**src/hw/rtl/cbs_pkg.sv**
```systemverilog
// Shared constants and types for the CR LF escape byte stuffer.
// Used by cbs_encode, cbs_emit and the top level; depends on nothing.
`default_nettype none

package cbs_pkg;

	localparam logic [7:0] CH_CR       = 8'h0D;
	localparam logic [7:0] CH_LF       = 8'h0A;
	localparam logic [7:0] CH_ESC      = 8'hDB;
	localparam logic [7:0] CH_ESC_CRLF = 8'hDC;
	localparam logic [7:0] CH_ESC_ESC  = 8'hDD;

	localparam int BUDGET_BITS_DEF = 12;
	localparam int BUDGET_RESET    = 1024;
	localparam int COUNT_W         = 16;
	localparam int LEN_W           = 12;
	localparam int MAX_RES         = 3;

	// Up to three output words produced by one source word.
	typedef struct packed {
		logic [MAX_RES-1:0][7:0] data;
		logic [1:0]              count;
		logic                    byte_valid;
		logic                    done;
		logic [COUNT_W-1:0]      consumed;
		logic [LEN_W-1:0]        stuffed;
	} cbs_bundle_t;

endpackage

`default_nettype wire

```
**src/hw/rtl/crlf_escape_byte_stuffer.sv**
```systemverilog
// Top level of the CR LF escape byte stuffer: input register, budget register,
// cbs_encode and cbs_emit. Depends on cbs_pkg.
//
//  channel   | handshake             | payload
//  ----------+-----------------------+------------------------------------------------
//  source    | src_valid / src_stall | data_byte, last_byte
//  result    | res_valid / res_stall | out_byte, byte_valid, run_end, message_done,
//            |                       | consumed_count, stuffed_length
//  config    | cfg_we                | output_budget
//
// A source word is held in the input register, then its zero to three output
// words leave the serializer at one per cycle unless res_stall holds them, so
// the serializer sets the rate, with a new source word taken as the last word
// of the previous one moves to the output register. Reset clears all control
// state and loads the budget of 1024 slots. A stall on the result side backs up
// into src_stall only once the serializer cannot drain.
`default_nettype none

module crlf_escape_byte_stuffer import cbs_pkg::*; #(
	parameter int BUDGET_BITS = BUDGET_BITS_DEF
) (
	input  wire logic                   clk,
	input  wire logic                   arst_n,
	input  wire logic                   cfg_we,
	input  wire logic [BUDGET_BITS-1:0] output_budget,
	input  wire logic                   src_valid,
	output logic                        src_stall,
	input  wire logic [7:0]             data_byte,
	input  wire logic                   last_byte,
	output logic                        res_valid,
	input  wire logic                   res_stall,
	output logic [7:0]                  out_byte,
	output logic                        byte_valid,
	output logic                        run_end,
	output logic                        message_done,
	output logic [COUNT_W-1:0]          consumed_count,
	output logic [LEN_W-1:0]            stuffed_length
);

	logic [BUDGET_BITS-1:0] budget_q;
	logic                   valid_s1;
	logic [7:0]             data_s1;
	logic                   last_s1;
	logic                   free;
	logic                   take;
	cbs_bundle_t            bundle;

	assign take = valid_s1 && free;
	assign src_stall = valid_s1 && !free;

	always_ff @(posedge clk or negedge arst_n) begin
		if (!arst_n) begin
			budget_q <= BUDGET_BITS'(BUDGET_RESET);
			valid_s1 <= 1'b0;
		end else begin
			if (cfg_we) begin
				budget_q <= output_budget;
			end
			if (!src_stall) begin
				valid_s1 <= src_valid;
			end
		end
	end

	always_ff @(posedge clk) begin
		if (!src_stall && src_valid) begin
			data_s1 <= data_byte;
			last_s1 <= last_byte;
		end
	end

	cbs_encode #(
		.BUDGET_BITS(BUDGET_BITS)
	) u_encode (
		.clk     (clk),
		.arst_n  (arst_n),
		.step    (take),
		.data_s1 (data_s1),
		.last_s1 (last_s1),
		.budget  (budget_q),
		.bundle  (bundle)
	);

	cbs_emit u_emit (
		.clk            (clk),
		.arst_n         (arst_n),
		.load           (take),
		.bundle         (bundle),
		.free           (free),
		.res_valid      (res_valid),
		.res_stall      (res_stall),
		.out_byte       (out_byte),
		.byte_valid     (byte_valid),
		.run_end        (run_end),
		.message_done   (message_done),
		.consumed_count (consumed_count),
		.stuffed_length (stuffed_length)
	);

endmodule

`default_nettype wire

```
**src/hw/rtl/cbs_encode.sv**
```systemverilog
// Stuffing logic and per-message state for the CR LF escape byte stuffer.
// Depends on cbs_pkg for the escape codes and the bundle type.
`default_nettype none

module cbs_encode import cbs_pkg::*; #(
	parameter int BUDGET_BITS = BUDGET_BITS_DEF
) (
	input  wire logic                   clk,
	input  wire logic                   arst_n,
	input  wire logic                   step,
	input  wire logic [7:0]             data_s1,
	input  wire logic                   last_s1,
	input  wire logic [BUDGET_BITS-1:0] budget,
	output cbs_bundle_t                 bundle
);

	localparam int WIDE = (BUDGET_BITS > LEN_W) ? BUDGET_BITS : LEN_W;

	logic                   pend_q;
	logic [BUDGET_BITS-1:0] slots_q;
	logic [COUNT_W-1:0]     taken_q;
	logic [BUDGET_BITS-1:0] written_q;

	logic                   pend_d;
	logic [BUDGET_BITS-1:0] slots_d;
	logic [COUNT_W-1:0]     taken_d;
	logic [BUDGET_BITS-1:0] written_d;
	logic [WIDE-1:0]        written_ext;

	always_comb begin
		logic                   pre;
		logic [1:0]             tn;
		logic [7:0]             t0;
		logic [7:0]             t1;
		logic [1:0]             n;
		logic [MAX_RES-1:0][7:0] dv;

		pre = 1'b0;
		tn = 2'd0;
		t0 = data_s1;
		t1 = CH_ESC_ESC;
		n = 2'd0;
		dv = '0;
		pend_d = 1'b0;
		slots_d = slots_q;
		taken_d = taken_q;
		written_d = written_q;

		if (pend_q && data_s1 == CH_LF) begin
			// The held CR and this LF leave as one escape pair.
			taken_d = taken_q + COUNT_W'(1);
			slots_d = (slots_q >= BUDGET_BITS'(2)) ? slots_q - BUDGET_BITS'(2) : '0;
			written_d = written_q + BUDGET_BITS'(2);
			dv[0] = CH_ESC;
			dv[1] = CH_ESC_CRLF;
			n = 2'd2;
		end else begin
			if (pend_q) begin
				pre = 1'b1;
				slots_d = (slots_q != '0) ? slots_q - BUDGET_BITS'(1) : '0;
				written_d = written_q + BUDGET_BITS'(1);
			end
			if (slots_d >= BUDGET_BITS'(2)) begin
				taken_d = taken_q + COUNT_W'(1);
				if (data_s1 == CH_CR && !last_s1) begin
					pend_d = 1'b1;
				end else if (data_s1 == CH_ESC) begin
					tn = 2'd2;
					t0 = CH_ESC;
					t1 = CH_ESC_ESC;
					slots_d = slots_d - BUDGET_BITS'(2);
					written_d = written_d + BUDGET_BITS'(2);
				end else begin
					tn = 2'd1;
					slots_d = slots_d - BUDGET_BITS'(1);
					written_d = written_d + BUDGET_BITS'(1);
				end
			end
			if (pre) begin
				dv[0] = CH_CR;
				dv[1] = t0;
				dv[2] = t1;
				n = tn + 2'd1;
			end else begin
				dv[0] = t0;
				dv[1] = t1;
				n = tn;
			end
		end

		written_ext = WIDE'(written_d);
		bundle.data = dv;
		bundle.count = n;
		bundle.byte_valid = 1'b1;
		bundle.done = last_s1;
		bundle.consumed = taken_d;
		bundle.stuffed = written_ext[LEN_W-1:0];
		// A final word that produces nothing still reports the totals.
		if (last_s1 && n == 2'd0) begin
			bundle.data = '0;
			bundle.count = 2'd1;
			bundle.byte_valid = 1'b0;
		end
	end

	always_ff @(posedge clk or negedge arst_n) begin
		if (!arst_n) begin
			pend_q <= 1'b0;
			slots_q <= BUDGET_BITS'(BUDGET_RESET);
			taken_q <= '0;
			written_q <= '0;
		end else if (step) begin
			if (last_s1) begin
				pend_q <= 1'b0;
				slots_q <= budget;
				taken_q <= '0;
				written_q <= '0;
			end else begin
				pend_q <= pend_d;
				slots_q <= slots_d;
				taken_q <= taken_d;
				written_q <= written_d;
			end
		end
	end

endmodule

`default_nettype wire

```
**src/hw/rtl/cbs_emit.sv**
```systemverilog
// Result register and serializer: holds one bundle and sends its words out in order.
// Depends on cbs_pkg for the bundle type and field widths.
`default_nettype none

module cbs_emit import cbs_pkg::*; (
	input  wire logic               clk,
	input  wire logic               arst_n,
	input  wire logic               load,
	input  wire cbs_bundle_t        bundle,
	output logic                    free,
	output logic                    res_valid,
	input  wire logic               res_stall,
	output logic [7:0]              out_byte,
	output logic                    byte_valid,
	output logic                    run_end,
	output logic                    message_done,
	output logic [COUNT_W-1:0]      consumed_count,
	output logic [LEN_W-1:0]        stuffed_length
);

	cbs_bundle_t bun_q;
	logic [1:0]  idx_q;
	logic        busy_q;
	logic        valid_q;
	logic        load_out;
	logic        last_entry;
	logic        fin;

	assign last_entry = (idx_q == bun_q.count - 2'd1);
	assign load_out = busy_q && (!valid_q || !res_stall);
	assign free = !busy_q || (load_out && last_entry);
	assign fin = last_entry && bun_q.done;
	assign res_valid = valid_q;

	always_ff @(posedge clk or negedge arst_n) begin
		if (!arst_n) begin
			busy_q <= 1'b0;
			idx_q <= 2'd0;
			valid_q <= 1'b0;
		end else begin
			// A source word that produced nothing leaves the serializer untouched.
			if (load && bundle.count != 2'd0) begin
				busy_q <= 1'b1;
				idx_q <= 2'd0;
			end else if (load_out) begin
				if (last_entry) begin
					busy_q <= 1'b0;
				end else begin
					idx_q <= idx_q + 2'd1;
				end
			end
			if (load_out) begin
				valid_q <= 1'b1;
			end else if (!res_stall) begin
				valid_q <= 1'b0;
			end
		end
	end

	always_ff @(posedge clk) begin
		if (load && bundle.count != 2'd0) begin
			bun_q <= bundle;
		end
		if (load_out) begin
			out_byte <= bun_q.data[idx_q];
			byte_valid <= bun_q.byte_valid;
			run_end <= last_entry;
			message_done <= fin;
			consumed_count <= fin ? bun_q.consumed : '0;
			stuffed_length <= fin ? bun_q.stuffed : '0;
		end
	end

endmodule

`default_nettype wire

```
**config.mk**
```make
export PLATFORM = sky130hd
export DESIGN_NAME = crlf_escape_byte_stuffer
export DESIGN_NICKNAME = d
export VERILOG_FILES = /design/src/hw/rtl/cbs_pkg.sv /design/src/hw/rtl/crlf_escape_byte_stuffer.sv /design/src/hw/rtl/cbs_encode.sv /design/src/hw/rtl/cbs_emit.sv
export SDC_FILE = /design/constraint.sdc
export NUM_CORES = 1
export LEC_CHECK = 0
export BUFFER_PORTS_ARGS = -buffer_cell sky130_fd_sc_hd__clkbuf_2
export CORE_MARGIN = 4
export CORE_UTILIZATION = 42
export DETAILED_ROUTE_END_ITERATION = 6
export GPL_TIMING_DRIVEN = 1
export SKIP_CTS_REPAIR_TIMING = 1
export SLEW_MARGIN = 20
export SYNTH_ARGS = -nofsm -noshare
export SYNTH_HDL_FRONTEND = slang
export SYNTH_SLANG_ARGS = --single-unit
```
**constraint.sdc**
```tcl
create_clock -name clk -period 16.27 [get_ports clk]
set_input_delay 2.4405 -clock clk [delete_from_list [all_inputs] [get_ports clk]]
set_output_delay 2.4405 -clock clk [all_outputs]
set_load 0.05 [all_outputs]
```
==> impl_metrics.ini <==
[critical_path]
critPathMaxStageDelay_ns = 0.62
reg2reg_from = u_encode.slots_q[0]$_DFFE_PN0P_
rrSetupSlack_ns = 11.84
r2r_end = u_encode.taken_q[1]$_DFFE_PN0P_
cp-start-kind = input pin
cp_top_family = compound AO/OA/AOI/OAI gates
critPathBufInv = 5
reg2reg_depth = 11
critPathMaxFanout = 4
critPathMostFrequentCell = inv_1
required_ns = 13.83
crit_arrival_ns = 3.84
crit_type = input pin to primary output
end_kind = primary output
slowest_stage = o21ai_0
crit_chain = clkbuf_2 > nand2_1 > inv_1 > o21ai_0 > inv_1 > nand2_1 > inv_1 > clkbuf_2

[layout]
multiInputGateArea_um2 = 3870
area_growth_pct = 12.5
drive_above_1_share_pct = 17.1
antennaDiodeCount = 0
nets = 905
fill_cells = 1841
final_cell_area_um2 = 9640
final-seq-area_um2 = 4370

[placement]
postPlaceCellArea_um2 = 9080
port_buffers = 66
place_ws_ns = 10.05
dp_hpwl_mm = 12.9
gp_congestion = 0.864

[clocking]
cts_sinks = 155
clock_latency_ns = 0.42
numCtsBuffers = 17
clk_pin_slew_worst_paths_ns = 0.06
htreeDepth = 4
cts_max_path_buffers = 2
cts-root-buf = clkbuf_16
cts_tree = done

[timing]
rsz0062_at_grt = no
fin_skew_ns = 0.00956
slew_headroom_pct = 41.7
min_period_ns = 6.28
worst_slack_ns = 9.99
setup_violations = 0
worst_slew_pin_slew_ns = 0.852
finalCritPeriodShare_pct = 38.6
max_clock_freq_mhz = 159
finalHoldViolCount = 0
hold_slack_ns = 0.419
slew_violations = 0
setup_tns_ns = 0

[flow_run]
cap_violations = 0

[yosys]
ys.flop_type = edfxtp_1
yosysTopAreaCell = edfxtp_1
synthCells = 832
postSynthAreaPerCell_um2 = 10.3
yosysUniqueCellTypes = 82
async_reset_ff_share_pct = 37.4
yosys-top-cells-area = edfxtp_1, dfrtp_1, nor2_1
ys_seq_area_share_pct = 51.0
synth_fp_nets = 871
yosys_warnings = 0
yosysTopAreaCellShare_pct = 34.0
synth_area_um2 = 8570
synth_edf_count = 97
synth-seq-cells = 155

[power_and_ir_drop]
pwr-share-seq_pct = 40.6
internal_power_uw = 996
p_total_uw = 1690
clockPowerShare_pct = 22.4
p_sw_uw = 692
power_frac_comb_pct = 37.0
cellPowerDensity_nw_per_um2 = 175
max-vdd-ir-drop_mv = 0.0809
swShare_pct = 41.0
leakage_uw = 0.00375

[status]
outcome = finished, final reports clean

[routing]
drtPass1Iterations = 5
antenna_left = 0
drc = 0
wl_per_cell_um = 16.8
route.vias.total = 6383
drtIter0Drc = 395
wirelength_mm = 19.2
viasPerCell = 5.58

[global_routing]
antenna_found_initial = 0
grt_pass1_vias = 6207
grt_max_degree = 69
grt_overflow_total = 0
grt_pass1_wl_mm = 32.1
grt_usage_pct = 17.8

[hold_path]
min_from = u_emit.bun_q[29]$_DFFE_PP_
min_path_type = flop to flop
hold_depth = 0
whs_endpoint = u_emit.byte_valid$_DFFE_PP_

[floorplanning]
rows = 51
fp.dieW_um = 151
core_region_area_um2 = 19800
die-height_um = 151
ios = 67
initial_core_util_pct = 43.3
dieArea_um2 = 22800
synthesized netlist by cell type (14+ instances only):
| library cell | instances |
|---|---|
| dfrtp_1 | 56 |
| nor3_1 | 25 |
| nand4_1 | 14 |
| nand2_1 | 66 |
| a21oi_1 | 36 |
| and3_1 | 35 |
| clkbuf_1 | 48 |
| inv_1 | 23 |
| xnor2_1 | 26 |
| xor2_1 | 25 |
| edfxtp_1 | 97 |
| o21ai_0 | 33 |
| o21ai_1 | 20 |
| nand2b_1 | 18 |
| mux2i_1 | 16 |
| nand3_1 | 19 |
| nor2_1 | 69 |
layout by cell type, fill, tap and decap left out, types with 4 or more instances in the layout:
cell | Yosys | routed
and2_1 | 7 | 6
nor3_1 | 25 | 25
mux2i_1 | 16 | 16
nand2b_1 | 18 | 18
nor4_1 | 11 | 11
nand2_1 | 66 | 65
inv_1 | 23 | 23
clkbuf_16 | 0 | 17
a211oi_1 | 5 | 5
nor2b_1 | 8 | 8
o211ai_1 | 9 | 9
o31ai_1 | 7 | 7
or3_1 | 10 | 10
xor2_1 | 25 | 25
o21ai_1 | 20 | 20
nand3b_1 | 9 | 9
nor2_1 | 69 | 69
a222oi_1 | 6 | 6
ha_1 | 13 | 13
mux2_2 | 13 | 13
and3_1 | 35 | 35
nand3_1 | 19 | 19
or2_2 | 5 | 5
nand4_1 | 14 | 14
a31oi_1 | 6 | 6
edfxtp_1 | 97 | 97
clkinv_4 | 0 | 5
xnor2_1 | 26 | 26
a221o_1 | 4 | 4
o21ai_0 | 33 | 33
a21oi_1 | 36 | 35
clkbuf_2 | 0 | 66
buf_4 | 2 | 12
dfrtp_1 | 56 | 56
routing by layer:
metal / part of all wire [%] / track usage (%) / vias up
li1: - / - / 3143
met1: 47 / 24.7 / 3050
met2: 47 / 28.3 / 172
met3: 4.7 / 2.93 / 18
met4: 1.5 / 6.26 / 0
met5: 0 / 0 / -
worst reg2reg max path: stages (launching register included):
cell and delay [ns]:
dfrtp_1 0.44, inv_1 0.16, ha_1 0.24, or4bb_1 0.67, nor3_4 0.37, a31oi_1 0.16
or4b_4 0.54, nor3_4 0.60, buf_4 0.37, nand2_1 0.19, mux2_1 0.39, a22o_1 0.18
flip-flops by register name (all words and copies together), names as in the netlist:
name,count
u_encode.taken_q,16
u_emit.idx_q,2
last_s1,1
u_encode.slots_q,12
u_emit.byte_valid,1
u_emit.stuffed_length,12
u_emit.out_byte,8
u_encode.pend_q,1
u_encode.written_q,12
u_emit.res_valid,1
u_emit.bun_q,49
u_emit.busy_q,1
valid_s1,1
u_emit.run_end,1
u_emit.message_done,1
budget_q,12
data_s1,8
u_emit.consumed_count,16
layout make-up:
class,instances,area share (%)
well taps,265,3.44
multi-input cells,590,40.1
clock inverters,12,1.21
flip-flops and latches,155,45.3
clock buffers,20,4.63
inverters,24,0.934
repair buffers,78,4.36
power by group through the flow:
stage	combinational (µW)	sequential [µW]	clock [µW]
6_report	624	685	377
5_1_grt	689	704	408
4_1_cts	631	686	387
3_5_place_dp	628	693	0
3_3_place_gp	621	691	0
2_1_floorplan	375	797	0
metrics by stage:
stage	utilization, %	std cells
floorplan	-	832
global placement	45.9	1112
detailed placement	45.9	1112
CTS	48.7	1144
global route	48.7	1144
finish	48.7	1144
logic make-up (layout without fill, tap and decap cells):
group                    count (synthesis)  in the layout  share of synthesized area (%)
AND/OR/NAND/NOR                        324            324                           20.5
AO/OA/AOI/OAI                          172            172                           13.5
flip-flops                             155            155                           51.0
buffers and inverters                   87            134                           4.23
XOR/XNOR                                51             51                           5.21
multiplexers                            30             30                           3.71
adder cells (fa/ha/maj)                 13             13                           1.90
how the worst max path moves through the flow:
| stage | from | end | slack (ns) | cells after the start |
|---|---|---|---|---|
| CTS | res_stall | src_stall | 10.05 | 8 |
| global placement | res_stall | src_stall | 10.08 | 8 |
| detailed placement | res_stall | src_stall | 10.05 | 8 |
| floorplan | res_stall | u_emit.bun_q[0]$_DFFE_PP_ | 10.12 | 6 |
| global route | res_stall | src_stall | 9.86 | 8 |
| finish | res_stall | src_stall | 9.99 | 8 |
Note: power is estimated with default switching activity, not from simulation.
